### config.mk
export PLATFORM = sky130hd
export DESIGN_NAME = counted_id_table
export DESIGN_NICKNAME = d
export VERILOG_FILES = /design/src/rtl/cit_pkg.sv /design/src/rtl/cit_datapath.sv /design/src/rtl/cit_ctrl.sv /design/src/rtl/counted_id_table.sv
export SDC_FILE = /design/constraint.sdc
export NUM_CORES = 1
export LEC_CHECK = 0
export BUFFER_PORTS_ARGS = -buffer_cell sky130_fd_sc_hd__buf_4
export CAP_MARGIN = 25
export CORE_MARGIN = 8
export CORE_UTILIZATION = 40
export DETAILED_ROUTE_END_ITERATION = 8
export HOLD_SLACK_MARGIN = 0.05
export RECOVER_POWER = 100
export SYNTH_ARGS = -nofsm -noshare
export SYNTH_HDL_FRONTEND = slang
export SYNTH_HIERARCHICAL = 1
export SYNTH_SLANG_ARGS = --single-unit
### constraint.sdc
create_clock -name clk -period 8.4 [get_ports clk]
set_input_delay 0.42 -clock clk [delete_from_list [all_inputs] [get_ports clk]]
set_output_delay 0.42 -clock clk [all_outputs]
set_load 0.005 [all_outputs]
### src/rtl/cit_pkg.sv
// Shared types and constants for the counted id table.
package cit_pkg;

  // Number of table slots.
  localparam int Depth = 16;
  // Id bits that take part in matching; must not exceed the 16-bit item_id port.
  localparam int IdBits = 16;
  localparam int CountBits = 16;
  localparam logic [CountBits-1:0] CountMax = {CountBits{1'b1}};

  typedef logic [Depth-1:0] slot_mask_t;

  typedef enum logic [1:0] {
    CMD_ADD        = 2'd0,
    CMD_REMOVE_ONE = 2'd1,
    CMD_REMOVE_ALL = 2'd2,
    CMD_CHECK      = 2'd3
  } command_t;

  typedef enum logic [1:0] {
    STATUS_DONE   = 2'd0,
    STATUS_EMPTY  = 2'd1,
    STATUS_ABSENT = 2'd2,
    STATUS_FULL   = 2'd3
  } status_t;

  // Controller to datapath commands.
  typedef struct packed {
    logic capture;  // latch the word and the slot match results
    logic execute;  // apply the update and load the result register
  } ctrl_cmd_t;

endpackage

### src/rtl/cit_datapath.sv
// Slot storage, associative match and update logic of the counted id table.
module cit_datapath import cit_pkg::*; (
  input  logic                 clk,
  input  logic                 rst,
  input  ctrl_cmd_t            ctl,
  input  logic [1:0]           command,
  input  logic [15:0]          item_id,
  input  logic [15:0]          quantity,
  output logic [1:0]           status,
  output logic [CountBits-1:0] count_after
);

  slot_mask_t             slot_valid;
  slot_mask_t             slot_valid_next;
  logic [IdBits-1:0]      slot_id    [Depth];
  logic [CountBits-1:0]   slot_count [Depth];

  // captured word and match results
  command_t               cmd;
  logic [IdBits-1:0]      key;
  logic [CountBits-1:0]   qty;
  slot_mask_t             hit;
  slot_mask_t             free;
  logic                   any_valid;
  logic [CountBits-1:0]   hit_count;

  slot_mask_t             match;
  slot_mask_t             match_low;
  slot_mask_t             free_low;
  logic [CountBits-1:0]   sel_count;

  logic                   hit_any;
  logic                   free_any;
  slot_mask_t             target;
  logic                   set_valid;
  logic                   clr_valid;
  logic                   wr_count;
  logic                   wr_id;
  logic [CountBits-1:0]   new_count;
  status_t                status_next;
  logic [CountBits-1:0]   count_next;

  // compare every slot against the incoming id
  always_comb begin
    for (int i = 0; i < Depth; i++) begin
      match[i] = slot_valid[i] && (slot_id[i] == item_id[IdBits-1:0]);
    end
    match_low = match & (~match + slot_mask_t'(1));
    free_low  = ~slot_valid & (slot_valid + slot_mask_t'(1));
    sel_count = '0;
    for (int i = 0; i < Depth; i++) begin
      sel_count = sel_count | (match_low[i] ? slot_count[i] : '0);
    end
  end

  always_ff @(posedge clk) begin
    if (rst) begin
      hit  <= '0;
      free <= '0;
    end else if (ctl.capture) begin
      hit  <= match_low;
      free <= free_low;
    end
  end

  always_ff @(posedge clk) begin
    if (ctl.capture) begin
      cmd       <= command_t'(command);
      key       <= item_id[IdBits-1:0];
      qty       <= quantity;
      any_valid <= |slot_valid;
      hit_count <= sel_count;
    end
  end

  assign hit_any  = |hit;
  assign free_any = |free;
  assign target   = hit_any ? hit : free;

  always_comb begin
    set_valid   = 1'b0;
    clr_valid   = 1'b0;
    wr_count    = 1'b0;
    wr_id       = 1'b0;
    new_count   = hit_count;
    status_next = STATUS_DONE;
    count_next  = '0;
    if (cmd == CMD_ADD) begin
      if (hit_any) begin
        new_count  = (hit_count == CountMax) ? hit_count : hit_count + CountBits'(1);
        wr_count   = 1'b1;
        count_next = new_count;
      end else if (free_any) begin
        new_count  = (qty == '0) ? CountBits'(1) : qty;
        wr_count   = 1'b1;
        wr_id      = 1'b1;
        set_valid  = 1'b1;
        count_next = new_count;
      end else begin
        status_next = STATUS_FULL;
      end
    end else if (!any_valid) begin
      status_next = STATUS_EMPTY;
    end else if (!hit_any) begin
      status_next = STATUS_ABSENT;
    end else begin
      case (cmd)
        CMD_REMOVE_ONE: begin
          if (hit_count <= CountBits'(1)) begin
            clr_valid = 1'b1;
          end else begin
            new_count  = hit_count - CountBits'(1);
            wr_count   = 1'b1;
            count_next = new_count;
          end
        end
        CMD_REMOVE_ALL: clr_valid = 1'b1;
        default:        count_next = hit_count;
      endcase
    end
    slot_valid_next = (slot_valid | (set_valid ? target : '0)) & ~(clr_valid ? target : '0);
  end

  always_ff @(posedge clk) begin
    if (rst) begin
      slot_valid <= '0;
    end else if (ctl.execute) begin
      slot_valid <= slot_valid_next;
    end
  end

  always_ff @(posedge clk) begin
    for (int i = 0; i < Depth; i++) begin
      if (ctl.execute && target[i]) begin
        if (wr_count) begin
          slot_count[i] <= new_count;
        end
        if (wr_id) begin
          slot_id[i] <= key;
        end
      end
    end
  end

  always_ff @(posedge clk) begin
    if (ctl.execute) begin
      status      <= status_next;
      count_after <= count_next;
    end
  end

  // at most one slot may ever hold a given id
  a_hit_onehot: assert property (@(posedge clk) disable iff (rst) $onehot0(hit))
    else $error("more than one slot matched the id");

  a_free_is_free: assert property (@(posedge clk) disable iff (rst)
    ctl.execute |-> ((free & slot_valid) == '0))
    else $error("chosen free slot is occupied");

  a_remove_all_frees: assert property (@(posedge clk) disable iff (rst)
    (ctl.execute && cmd == CMD_REMOVE_ALL && hit_any) |=> ((slot_valid & $past(hit)) == '0))
    else $error("remove all left the slot valid");

endmodule

### src/rtl/cit_ctrl.sv
// Command sequencer of the counted id table: accept, execute, result handshake.
module cit_ctrl import cit_pkg::*; (
  input  logic      clk,
  input  logic      rst,
  input  logic      cmd_valid,
  output logic      cmd_ready,
  output logic      rsp_valid,
  input  logic      rsp_ready,
  output ctrl_cmd_t ctl
);

  typedef enum logic {
    S_IDLE,
    S_EXEC
  } state_t;

  state_t state;

  assign cmd_ready   = (state == S_IDLE);
  assign ctl.capture = cmd_valid && cmd_ready;
  // the update waits only while the previous result is still unclaimed
  assign ctl.execute = (state == S_EXEC) && (!rsp_valid || rsp_ready);

  always_ff @(posedge clk) begin
    if (rst) begin
      state     <= S_IDLE;
      rsp_valid <= 1'b0;
    end else begin
      case (state)
        S_IDLE: begin
          if (ctl.capture) begin
            state <= S_EXEC;
          end
        end
        S_EXEC: begin
          if (ctl.execute) begin
            state <= S_IDLE;
          end
        end
        default: state <= S_IDLE;
      endcase
      if (ctl.execute) begin
        rsp_valid <= 1'b1;
      end else if (rsp_ready) begin
        rsp_valid <= 1'b0;
      end
    end
  end

  a_rsp_from_exec: assert property (@(posedge clk) disable iff (rst)
    $rose(rsp_valid) |-> $past(state == S_EXEC))
    else $error("result raised without an executed word");

  a_capture_to_exec: assert property (@(posedge clk) disable iff (rst)
    ctl.capture |=> (state == S_EXEC))
    else $error("accepted word not followed by the update cycle");

  a_rsp_held: assert property (@(posedge clk) disable iff (rst)
    (rsp_valid && !rsp_ready) |=> rsp_valid)
    else $error("result word dropped before it was taken");

endmodule

### src/rtl/counted_id_table.sv
// Counted id table: an associative table of item ids, each with a saturating count.
//
// Each command word (add, remove one, remove all, check) yields exactly one result
// word with a status and the id's count after the command. In the cycle a word is
// accepted, every slot is compared with the id in parallel and the hit slot, the
// lowest free slot and the hit count are registered; then, in the update cycle,
// the selected slot is updated and the result register is loaded. A new word is
// taken only after the previous one has been updated. The result sits in its own
// register, so the next word is accepted while a result still waits; the update
// cycle stalls only if the previous result has not yet been taken. cmd_ready is
// low in the update cycle. Only the low IdBits bits of item_id are matched. Add
// saturates the count at 65535 and stores a zero quantity as 1. The table is
// empty after reset with no clearing pass.
module counted_id_table import cit_pkg::*; (
  input  logic        clk,
  input  logic        rst,
  // command channel
  input  logic        cmd_valid,
  output logic        cmd_ready,
  input  logic [1:0]  command,
  input  logic [15:0] item_id,
  input  logic [15:0] quantity,
  // result channel
  output logic        rsp_valid,
  input  logic        rsp_ready,
  output logic [1:0]  status,
  output logic [15:0] count_after
);

  ctrl_cmd_t ctl;

  cit_ctrl u_ctrl (
    .clk       (clk),
    .rst       (rst),
    .cmd_valid (cmd_valid),
    .cmd_ready (cmd_ready),
    .rsp_valid (rsp_valid),
    .rsp_ready (rsp_ready),
    .ctl       (ctl)
  );

  cit_datapath u_datapath (
    .clk         (clk),
    .rst         (rst),
    .ctl         (ctl),
    .command     (command),
    .item_id     (item_id),
    .quantity    (quantity),
    .status      (status),
    .count_after (count_after)
  );

endmodule

* Word-level counts from Yosys, hierarchy flattened *
Memory sizes are Yosys's and may differ from the RTL's.
Index checks and enable logic that the tools add are counted.

storage, ports and cells
  bits in latches = 0
  input port bits = 38
  output and inout bits = 20
  register bits after elaboration = 119
  bits in writable memories = 512
  word-level logic and storage cells = 228
  memory bits (read-only) = 0
  memories = 2

cells by class
  reductions and logical operators = 42
  muxes and demuxes = 125
  eq/ne operators = 19
  shifts and indexed selects = 0
  div/mod/pow operators = 0
  add/subtract/negate cells = 4
  multipliers = 0
  $lt $le $gt $ge = 1
  bitwise operators = 23

memories
  name                   depth  bits a word  rd ports  clocked after Yosys merged registers in  write ports  RTL line            RTL
  u_datapath.slot_count  16     16           16        0                                        16           cit_datapath.sv:16  logic [CountBits-1:0] slot_count [Depth];
  u_datapath.slot_id     16     16           16        0                                        16           cit_datapath.sv:15  logic [IdBits-1:0] slot_id [Depth];

operator list
  kind                     count
  $mux W16                 34
  $eq A16 B16 Y1           16
  $or A16 B16 Y16          16
  $mux W1                  83
  $add A16 B1 Y16 const B  3
  $and A16 B16 Y16         3
  $not A16 Y16             3
  $reduce_or A16 Y1        3
  $logic_and A1 B1 Y1      34
  $pmux W16 S2             1
  $eq A16 B16 Y1 const B   1
  $le A16 B1 Y1 const B    1
  $logic_not A16 Y1        1
  $sub A16 B1 Y16 const B  1
  $mux W2                  5
  $pmux W1 S2              2
  $eq A2 B1 Y1 const B     1
  $eq A2 B2 Y1 const B     1
  $logic_not A2 Y1         1
  $reduce_bool A2 Y1       1
  $logic_not A1 Y1         1
  $logic_or A1 B1 Y1       1
  $not A1 Y1               1

* Logic depth before layout (Yosys ltp) *
Gate-level depths: netlist (run 1).

  word-level depth = 21
  mapped depth = 12
  mapped depth without buffers = 10

* Cells and area by module *
Netlist (run 1), hierarchy kept.

by module, submodules not included
  module        cells an instance  seq. area each (um^2)  area each (um^2)  times used
  cit_datapath  1,866              18,407.7               26,706.9          1
  cit_ctrl      9                  40.0                   87.6              1

* Worst setup path before layout (run 1) *
No wires, ideal clock.

  path kind = register to register
  start = register u_datapath.hit_count[0]
  end = memory u_datapath.slot_count[6][11] (netlist: u_datapath/slot_count[0][107]), data pin
  setup slack = 5,061 ps
  buffers on the path = 3
  required time = 7,981 ps
  period minus slack after synthesis = 3,339 ps
  setup time = 419 ps
  cell stages (with the launch flop) = 9
  data arrival time = 2,920 ps
  cell sequence = edfxtp_1 clkbuf_1 inv_1 ha_1 o211ai_1 nand2_1 buf_2 buf_2 o311ai_0

RTL lines
  item                    RTL line            RTL
  start, declared         cit_datapath.sv:25  logic [CountBits-1:0] hit_count;
  start signal, assigned  cit_datapath.sv:72  hit_count <= sel_count;
  end, declared           cit_datapath.sv:16

* Worst setup path in the final report (run 1) *
  start = input port item_id[3]
  end = register u_datapath.hit_count[12], data pin

on the way
  word-level cells in the longest chain between the ends = 21
  elaborated cells between the ends (all ways) = 66
  those cells by class = add/sub (1); eq/ne (16); mux (16); bitwise (17); reduce/logical (16)

RTL lines
  item                            RTL line                RTL
  start, declared                 counted_id_table.sv:21  input logic [15:0] item_id,
  $eq A16 B16 Y1                  cit_datapath.sv:46      match[i] = slot_valid[i] && (slot_id[i] == item_id[IdBits-1:0]);
  $logic_and A1 B1 Y1             cit_datapath.sv:46
  $not A16 Y16                    cit_datapath.sv:48      match_low = match & (~match + slot_mask_t'(1));
  $add A16 B1 Y16                 cit_datapath.sv:48
  $and A16 B16 Y16 (*)            cit_datapath.sv:48
  $mux W16                        cit_datapath.sv:52      sel_count = sel_count | (match_low[i] ? slot_count[i] : '0);
  $or A16 B16 Y16 (14 in series)  cit_datapath.sv:52
  $or A16 B16 Y16 (*)             cit_datapath.sv:52
  net u_datapath.sel_count[12]    cit_datapath.sv:30      logic [CountBits-1:0] sel_count;

The timed path passes the listed nets; every way through them passes the cells marked *.
A chain may end at the register's enable or synchronous reset.

==> results.tsv, run 1 <==
stage	metric	value	unit
synthesis	synth-edff-count	581	
synthesis	avgSynthCellArea	14.3	um^2
worst_setup_path	worstPathArrival	6.31	ns
routing	firstDrtPassIters	5	
power	p_int	5100	uW
worst_hold_path	min_to	u_ctrl/state	
routing	drt-total-wl	77700	um
synthesis	ys_ff_latch	631	
synthesis	synthArstFlopShare	0	%
sta	period_share	71.2	%
worst_setup_path	worstSetupPathType	input port to register	
clocking	clkSinkCount	631	
worst_setup_path	regToRegSetupSlack	2.71	ns
grt	use_met2	32.0	%
synthesis	synth-seq-area-share	68.8	%
synthesis	yosys_most_used_dff	edfxtp_1	
die	die_y	275	um
flow_run	max-cap-violations	25	
clocking	insertion_delay	0.62	ns
status	outcome	finished with violations	
worst_hold_path	min_from	rsp_ready	
die	fp.coreArea	66800	um^2
placement	routabilityCongestion	0.849	
sta	worst_slew_pin_slew	2.98	ns
routing	wire_per_inst	26.9	um
die	ioPinCount	58	
worst_setup_path	cp_max_fo	21	
status	violations	capacitance limit, slew limit	
die	dieArea	75500	um^2
power	p_comb_share	3.7	%
die	dieWidth	275	um
grt	grt_use_met3	3.86	%
routing	drtIter0Drc	1882	
sta	tns	0	ns
sta	setup_viol	0	
die	initial_core_util	40.1	%
worst_setup_path	start_kind	input port	
placement	io_buffers	57	
placement	dp_hpwl	47200	um
routing	via_count	16800	
synthesis	netlist_instances	1875	
clocking	cts-root-buf	clkbuf_16	
synthesis	ys_warn_count	6	
layout	final_common_cell	edfxtp_1	
power	power_density	217	nW/um^2
power	p_sw	1460	uW
grt	grt-ovfl-total	0	
synthesis	synth.net_count	1920	
sta	drv_slew	494	
layout	finalNetCount	2006	
layout	n_fill_cell	5912	
clocking	cts_buffers	68	
synthesis	synth_cell_types	70	
sta	relSlewSlack	-98.9	%
grt	use_met1	28.7	%
placement	placed_cell_area	28200	um^2
worst_setup_path	rr_worst_depth	9	
layout	final_cell_mix	edfxtp_1 (581), xnor2_1 (191), nand2_1 (114), nor2_1 (112), clkbuf_1 (84)	
worst_setup_path	reg2reg_from	u_datapath/hit_count[11]	
sta	hold_viol	0	
grt	grt_pass1_vias	16700	
power	leakage	0.00960	uW
sta	rsz0062_at_grt	false	
grt	grtUsageTotal	20.4	%
worst_setup_path	worstPathRequired	8.73	ns
sta	fmax	167	MHz
routing	vias_per_cell	5.82	
grt	grt_pass1_wl	114000	um
power	p_seq_share	53.6	%
power	peakVddDrop	0.000157	V
layout	drive_gt1_share	8.01	%
clocking	clk_pin_slew_worst_paths	0.06	ns
power	power_switching_share	22.3	%
clocking	htree_levels	3	
grt	busiest_layer	met2	
layout	seq_area	18400	um^2
power	design_power_total	6560	uW
synthesis	syn_area	26800	um^2
routing	drc	0	
worst_hold_path	hp-class	input port to register	
power	pwr-share-clk	42.7	%
grt	antenna_found_initial	2	
clocking	clockBufferDepth	3	
worst_setup_path	worstReg2RegEnd	u_datapath/slot_count[0][91]	
routing	ant_nets	0	
layout	multi_input_area	7690	um^2
layout	fin_area	30200	um^2
grt	grt_start_max_net_pins	52	
worst_hold_path	hold_path_depth	3	
worst_setup_path	end_kind	register	
sta	clock_skew	0.0215	ns
sta	post-route-min-period	5.98	ns
die	rows	95	
layout	areaGrowthSynthToFinish	12.7	%
clocking	cts_tree	done	
how the worst max path moves through the flow:
stage               cells past startpoint                startpoint                            end  slack (ns)
CTS                                     8  u_datapath/hit_count[11]   u_datapath/slot_count[1][29]        3.70
global route                           12                item_id[3]       u_datapath/hit_count[12]        1.97
floorplan                               8   u_datapath/hit_count[0]  u_datapath/slot_count[0][107]        5.06
global placement                        8  u_datapath/hit_count[11]   u_datapath/slot_count[1][61]        3.71
detailed placement                      8  u_datapath/hit_count[11]   u_datapath/slot_count[1][61]        3.74
finish                                 12                item_id[3]       u_datapath/hit_count[12]        2.42
power by group through the flow:
| stage | Sequential [uW] | Combinational, uW | Clock (uW) |
|---|---|---|---|
| CTS | 3510 | 251 | 2860 |
| global route | 3520 | 263 | 2980 |
| finish | 3520 | 245 | 2800 |
| floorplan | 3540 | 165 | 0 |
| detailed placement | 3580 | 242 | 0 |
| global placement | 3580 | 238 | 0 |
logic make-up (layout without fill, tap and decap cells):
family | Yosys count | after routing | synth area share [%]
other | 0 | 1 | 0
adder cells (fa/ha/maj) | 7 | 7 | 0.327
buffers and inverters | 137 | 273 | 2.65
flip-flops | 631 | 631 | 68.8
AO/OA/AOI/OAI | 303 | 303 | 8.10
XOR/XNOR | 270 | 270 | 8.83
AND/OR/NAND/NOR | 488 | 488 | 9.79
multiplexers | 39 | 39 | 1.47
state kept, by name, indices dropped and copies added, names as in the netlist, 2 cells and up:
signal / count
u_datapath/qty: 16
u_datapath/slot_count: 256
u_datapath/key: 16
u_datapath/count_after: 16
u_datapath/slot_valid: 16
u_datapath/cmd: 2
u_datapath/slot_id: 256
u_datapath/hit: 16
u_datapath/free: 16
u_datapath/status: 2
u_datapath/hit_count: 16
area by class of cell:
class,instances,share of cell area (%)
Sequential cell,631,61.1
Multi-Input combinational cell,1107,25.5
Clock buffer,91,5.92
Tap cell,873,3.62
Timing Repair Buffer,133,2.70
Clock inverter,29,0.953
Inverter,20,0.249
Antenna cell,1,0.00829
stage by stage:
step           cells  worst slack (ns)  utilization, %  hold WS [ns]
2_1_floorplan   1875              5.06               -         0.446
3_3_place_gp    2741              3.71            42.2         0.472
3_5_place_dp    2744              3.74            42.2         0.474
4_1_cts         2882              3.70            45.6         0.114
5_1_grt         2884              1.97            45.2         0.132
6_report        2885              2.42            45.2         0.142
Yosys cell counts (all sizes together) (3+ instances only):
library cell / n / area share [%]
a21o: 16 / 0.45
a221oi: 15 / 0.49
o21ai: 33 / 0.62
a22o: 16 / 0.52
and3: 35 / 0.82
nand3b: 3 / 0.084
nand3: 26 / 0.49
edfxtp: 581 / 65
nor2: 112 / 1.6
clkbuf: 60 / 0.84
xor2: 79 / 2.6
buf: 57 / 1.5
nand2b: 8 / 0.19
o2111ai: 15 / 0.49
a211oi: 18 / 0.52
nand4b: 21 / 0.69
mux2i: 37 / 1.4
and2: 7 / 0.17
o2bb2ai: 16 / 0.52
nor2b: 8 / 0.19
or3: 3 / 0.070
dfxtp: 50 / 3.7
o22ai: 19 / 0.44
xnor2: 191 / 6.2
or2: 3 / 0.070
nand4: 50 / 1.2
nor3: 32 / 0.62
ha: 7 / 0.33
nand2: 114 / 1.6
a32o: 3 / 0.11
and4: 5 / 0.16
inv: 20 / 0.28
o211ai: 4 / 0.11
a22oi: 30 / 0.84
o21bai: 11 / 0.31
or4: 6 / 0.20
a221o: 9 / 0.34
nor4: 49 / 1.5
o32ai: 15 / 0.49
a21oi: 64 / 1.2
worst max-delay path, cell delays in order:
cell and delay, ns:
clkbuf_1 1.23, xnor2_1 0.20, nand4_1 0.13, nor4_1 1.07, o2bb2a_1 0.35, nand2_1 0.38
clkbuf_1 0.70, clkbuf_1 0.91, nor4_1 0.16, buf_4 0.27, a211oi_1 0.30, o2111ai_1 0.15
layer usage:
metal	part of all wire, %	wire length, um
met3	8.2	6340
met4	2.8	2160
met1	44	33900
met2	45	35300
met5	0	0
what timing repair did:
action | 4_1_cts | 5_1_grt
endpoints found under the setup margin | 0 | 0
hold buffers | 18 | 0
setup buffers | 0 | 0
endpoints found under the hold margin | 18 | 0
gates resized for setup | 0 | 0
No activity file was read; power rests on OpenSTA's default activity.
==> run 2: changes to the inputs <==
==> constraint.sdc (replaced) <==
create_clock -name clk -period 4.9 [get_ports clk]
set_input_delay 0.245 -clock clk [delete_from_list [all_inputs] [get_ports clk]]
set_output_delay 0.245 -clock clk [all_outputs]
set_load 0.005 [all_outputs]
==> run 2 against run 1 <==
Compared with the run above: first-iteration DRC count fell by 12%; cell count grew 0.24%; critical endpoint is now u_datapath/hit_count[14]; largest power group unchanged; routed wire length down 3.8%; count of clock-buffer cells in the layout down 1; combinational power grew 75%; the flow still finishes with violations (capacitance limit, slew limit); sequential power grew 71%; highest routed layer unchanged; utilization grew 0.25 points.
==> results.tsv, run 2 (same netlist as run 1, synthesis figures left out) <==
stage	metric	value	unit
layout	final_cell_mix	edfxtp_1 (581), xnor2_1 (191), nand2_1 (114), nor2_1 (112), xor2_1 (79)	
grt	grt_start_max_net_pins	52	
layout	largestRegisters	u_datapath/slot_count x256, u_datapath/slot_id x256	
sta	post-route-min-period	4.44	ns
sta	period_share	90.6	%
layout	final_common_cell	edfxtp_1	
routing	firstDrtPassIters	6	
power	p_int	8980	uW
layout	diodes	0	
die	ioPinCount	58	
power	p_comb_share	3.7	%
sta	whs	0.103	ns
sta	tns	0	ns
power	p_seq_share	52.6	%
die	rows	95	
layout	seq_area	18400	um^2
layout	multi_input_area	7640	um^2
sta	worst_slew_pin_slew	2.39	ns
clocking	cts_hold_buffers	22	
clocking	htree_levels	3	
sta	setup_ws	0.463	ns
layout	n_fill_cell	5880	
status	outcome	finished with violations	
worst_setup_path	crit_slowest_cell	clkbuf_1	
worst_setup_path	cp_max_fo	17	
clocking	cts-root-buf	clkbuf_16	
sta	hold_viol	0	
status	violations	capacitance limit, slew limit	
sta	setup_viol	0	
die	fp.coreArea	66800	um^2
worst_setup_path	start_kind	input port	
routing	drc	0	
grt	antenna_found_initial	1	
worst_setup_path	worstSetupPathType	input port to register	
flow_run	max-cap-violations	7	
routing	vias_per_cell	5.68	
worst_setup_path	end_kind	register	
layout	drive_gt1_share	9.86	%
layout	finalNetCount	2014	
worst_setup_path	max_stage_delay	1.04	ns
routing	drt-total-wl	74800	um
worst_setup_path	worstPathArrival	4.75	ns
die	dieArea	75500	um^2
die	initial_core_util	40.1	%
worst_setup_path	crit_path_cell_trace	clkbuf_1 > xnor2_1 > nand4_1 > nor4_1 > a22oi_1 > nand2_1 > nor4_1 > clkbuf_1 > a222oi_1 > nand4b_1	
grt	grt-ovfl-total	0	
sta	rsz0062_at_grt	false	
clocking	clockBufferDepth	3	
power	p_sw	2460	uW
placement	dp_hpwl	49300	um
power	design_power_total	11400	uW
die	die_y	275	um
clocking	clkSinkCount	631	
clocking	postCtsSetupBuffers	0	
sta	fmax	225	MHz
sta	drv_slew	107	
sta	clock_skew	0.0277	ns
die	dieWidth	275	um
layout	areaGrowthSynthToFinish	13.4	%
power	pwr-share-clk	43.7	%
grt	grt_pass1_vias	16300	
placement	io_buffers	57	
placement	routabilityCongestion	0.916	
power	power_switching_share	21.5	%
power	power_density	377	nW/um^2
power	leakage	0.00977	uW
routing	ant_nets	0	
worst_setup_path	worstPathRequired	5.21	ns
clocking	cts_resized	0	
clocking	cts_tree	done	
layout	final_core_util	45.5	%
grt	grtUsageTotal	19.6	%
worst_hold_path	hp-class	input port to register	
clocking	clk_pin_slew_worst_paths	0.06	ns
routing	wire_per_inst	25.9	um
clocking	cts_buffers	69	
grt	grt_pass1_wl	110000	um
clocking	insertion_delay	0.61	ns
sta	relSlewSlack	-59.5	%
placement	place_ws	0.834	ns
routing	drtIter0Drc	1650	
routing	via_count	16400	
power	peakVddDrop	0.000307	V
## run 2: cell types whose count changed in the layout (fill, tap and decap cells not counted), moves of 4 or more
cell / previous run / this run
buf_4: 22 / 45
dlygate4sd3_1: 18 / 22
clkbuf_1: 84 / 54
clkbuf_2: 0 / 6
clkinv_2: 7 / 11
clkbuf_16: 68 / 72
clkinv_1: 12 / 8
## run 2: power by group through the flow
stage               registers, uW  logic, uW  clock network [uW]
global placement             6120        420                   0
finish                       6010        429                5000
CTS                          6010        441                5090
floorplan                    6070        282                   0
detailed placement           6130        424                   0
global route                 6020        462                5280
## run 2: path summary, 6_finish.rpt
kind / slack, ns / depth (start not counted) / to / from
min reg2reg: 0.48 / 2 / u_datapath/hit[8] / u_datapath/hit[8]
max: 0.46 / 10 / u_datapath/hit_count[14] / item_id[12]
max reg2reg: 0.57 / 9 / u_datapath/slot_count[1][98] / u_datapath/hit_count[11]
min: 0.10 / 1 / u_datapath/key[2] / item_id[2]
## run 2: through the flow
step	std cells	cell area, um^2
after detailed placement	2746	28200
final	2892	30400
after floorplan	1875	26800
after global routing	2892	30400
after CTS	2889	30500
after global placement	2745	28200
## run 2: layer usage
layer / vias to the layer above / GRT usage [%] / share of wire (%)
li1: 7320 / - / -
met1: 8286 / 26.0 / 42
met2: 702 / 33.2 / 49
met3: 126 / 2.70 / 6.5
met4: 0 / 5.98 / 2.9
met5: - / 0 / 0
## run 2: critical path, delay by kind of cell
family                    cells  cell delay [ns]
and+or+nand+nor               5             1.92
AOI/OAI and AO/OA             2             0.81
buffers and inverters         2             1.48
xor gates and xnor gates      1             0.26
## run 2: cell type report
type / instances / share of cell area (%)
timing repair buffer: 140 / 3.17
tap: 873 / 3.60
inverter: 20 / 0.247
sequential: 631 / 60.7
clock buffer: 90 / 6.15
multi-input combinational: 1107 / 25.2
clock inverter: 31 / 0.923
==> run 3: changes to the inputs <==
--- a/config.mk
+++ b/config.mk
@@ -12,7 +12,7 @@
 export DETAILED_ROUTE_END_ITERATION = 8
 export HOLD_SLACK_MARGIN = 0.05
 export RECOVER_POWER = 100
+export SLEW_MARGIN = 20
 export SYNTH_ARGS = -nofsm -noshare
 export SYNTH_HDL_FRONTEND = slang
-export SYNTH_HIERARCHICAL = 1
 export SYNTH_SLANG_ARGS = --single-unit
==> constraint.sdc (replaced) <==
create_clock -name clk -period 4.44 [get_ports clk]
set_input_delay 0.222 -clock clk [delete_from_list [all_inputs] [get_ports clk]]
set_output_delay 0.222 -clock clk [all_outputs]
set_load 0.005 [all_outputs]
==> run 3 against run 2 <==
Compared with the run above: the run still ends with capacitance limit, slew limit left; highest routed layer unchanged; utilization increased by 0.18 points; design area is 2.9% higher; critical path depth unchanged; clock power up 9.8%; global-route usage grew 0.92 points.
==> results.tsv, run 3 <==
stage	metric	value	unit
status	outcome	finished with violations	
status	violations	capacitance limit, slew limit	
routing	vias_per_cell	5.91	
power	design_power_total	12700	uW
synthesis	synth-seq-area-share	66.9	%
layout	areaGrowthSynthToFinish	13.3	%
worst_setup_path	worstPathArrival	4.50	ns
worst_setup_path	end_kind	register	
placement	dpl.cell_count	2930	
sta	rsz0062_at_grt	false	
worst_setup_path	crit_slowest_cell	clkbuf_1	
synthesis	synth_cell_types	82	
routing	via_count	18200	
die	rows	96	
sta	fmax	238	MHz
sta	hold_viol	0	
clocking	clk_pin_slew_worst_paths	0.06	ns
routing	wire_per_inst	26.5	um
synthesis	synth.net_count	2092	
synthesis	synth_commonest_cells	edfxtp_1 (581), nand2_1 (160), xnor2_1 (146), xor2_1 (123), nor2_1 (106)	
die	dieWidth	279	um
sta	period_share	94.5	%
clocking	cts-root-buf	clkbuf_16	
synthesis	synth_top_area_share	63.3	%
synthesis	yosysMostFrequentCell	edfxtp_1	
clocking	cts_buffers	67	
synthesis	synth_area_leaders	edfxtp_1 (63%), xnor2_1 (4.6%), xor2_1 (3.9%)	
grt	grt_start_max_net_pins	51	
placement	io_buffers	57	
sta	clock_skew	0.0327	ns
worst_setup_path	worst-path-stages	10	
die	initial_core_util	40.3	%
clocking	clkSinkCount	631	
synthesis	netlist_instances	2047	
clocking	insertion_delay	0.62	ns
worst_setup_path	crit_path_cell_trace	inv_1 > ha_1 > clkbuf_1 > inv_1 > nor3_1 > clkbuf_1 > o21bai_2 > nand2_1 > o311ai_0 > clkbuf_2	
grt	antenna_found_initial	2	
clocking	postCtsSetupBuffers	0	
power	power_density	407	nW/um^2
layout	largestRegisters	u_datapath.slot_count x256, u_datapath.slot_id x256	
placement	place_ws	0.492	ns
clocking	clockBufferDepth	3	
die	die_y	279	um
grt	grt_pass1_vias	17600	
layout	drive_gt1_share	10.8	%
clocking	cts_hold_buffers	27	
placement	dp_hpwl	54100	um
synthesis	yosys_most_used_dff	edfxtp_1	
routing	drc	0	
die	dieArea	77600	um^2
sta	relSlewSlack	-26.9	%
grt	grtUsageTotal	20.5	%
synthesis	ys_ff_latch	631	
power	peakVddDrop	0.000299	V
flow_run	max-cap-violations	4	
worst_setup_path	rr_worst_depth	10	
layout	final_cell_mix	edfxtp_1 (581), nand2_1 (160), xnor2_1 (146), xor2_1 (123), nor2_1 (106)	
worst_setup_path	cp_max_fo	27	
power	leakage	0.00978	uW
layout	finalNetCount	2189	
clocking	cts_tree	done	
worst_setup_path	path_delay_family	buffers and inverters	
worst_setup_path	max_stage_delay	0.97	ns
sta	worst_slew_pin_slew	1.90	ns
placement	routabilityCongestion	0.898	
placement	placed_cell_area	29200	um^2
synthesis	avgSynthCellArea	13.5	um^2
synthesis	synth-edff-count	581	
grt	grt-ovfl-total	0	
sta	setup_viol	0	
layout	instances_no_fill	3079	
clocking	cts_resized	0	
grt	grt_pass1_wl	120000	um
sta	post-route-min-period	4.20	ns
sta	drv_slew	78	
synthesis	synthArstFlopShare	0	%
worst_setup_path	worstPathRequired	4.74	ns
worst_setup_path	regToRegSetupSlack	0.24	ns
layout	final_common_cell	edfxtp_1	
synthesis	syn_area	27600	um^2
clocking	htree_levels	3	
synthesis	ys_warn_count	0	
worst_setup_path	worst-path-buf-inv	5	
routing	ant_nets	0	
worst_setup_path	start_kind	register	
worst_hold_path	hp-class	input port to register	
routing	firstDrtPassIters	6	
sta	tns	0	ns
worst_hold_path	hold_path_depth	1	
synthesis	synth_top_area_cell	edfxtp_1	
die	ioPinCount	58	
sta	setup_ws	0.243	ns
routing	drtIter0Drc	2156	
layout	fin_area	31300	um^2
die	fp.coreArea	68500	um^2
routing	drt-total-wl	81500	um
worst_setup_path	worstSetupPathType	register to register	
[run 3: final timing paths]
path,start,to
setup / recovery,u_datapath.cmd[0],u_datapath.slot_count[0][15]
hold / removal,item_id[2],u_datapath.key[2]
setup reg to reg,u_datapath.cmd[0],u_datapath.slot_count[0][15]
hold reg to reg,u_datapath.free[13],u_datapath.free[13]
[run 3: power breakdown]
part / switching, uW / internal, uW / leakage (uW)
Combinational: 403 / 177 / 0.00306
Sequential: 96.3 / 6560 / 0.00569
Clock: 2300 / 3190 / 0.00103
[run 3: area by class of cell]
cell class / instances / area (um^2)
Clock inverter: 33 / 352
Tap cell: 882 / 1100
Fill cell: 6126 / 37200
Sequential cell: 631 / 18400
Multi-Input combinational cell: 1236 / 8230
Antenna cell: 1 / 2.50
Inverter: 38 / 143
Clock buffer: 88 / 1780
Timing Repair Buffer: 170 / 1200
[run 3: cell families after synthesis]
group           Yosys count  synth area share [%]
compound gates          395                  10.4
xor+xnor                270                  8.60
fa+ha+maj                 7                 0.318
buf+inv                 180                  3.41
flops                   631                  66.9
mux                       3                 0.109
simple gates            561                  10.3
[run 3: metal layers]
metal / up-vias / share of wire, % / wire (um) / GRT usage [%]
li1: 8030 / - / - / -
met4: 0 / 2.5 / 2020 / 5.13
met5: - / 0 / 0 / 0
met2: 762 / 48 / 39000 / 33.5
met3: 129 / 6.6 / 5380 / 3.02
met1: 9277 / 43 / 35100 / 28.5
[run 3: worst reg2reg max path, stage by stage, from the launching register on]
cell and delay, ns:
edfxtp_1 0.41, inv_1 0.10, ha_1 0.14, clkbuf_1 0.97, inv_1 0.40, nor3_1 0.27, clkbuf_1 0.39, o21bai_2 0.37
nand2_1 0.12, o311ai_0 0.13, clkbuf_2 0.59
[run 3: metrics by stage]
step                      hold WS, ns  utilization (%)
final                          0.0562             45.7
after global routing           0.0524             45.6
after CTS                      0.0539             46.2
after detailed placement        0.402             42.7
after global placement          0.401             42.7
after floorplan                 0.321                -
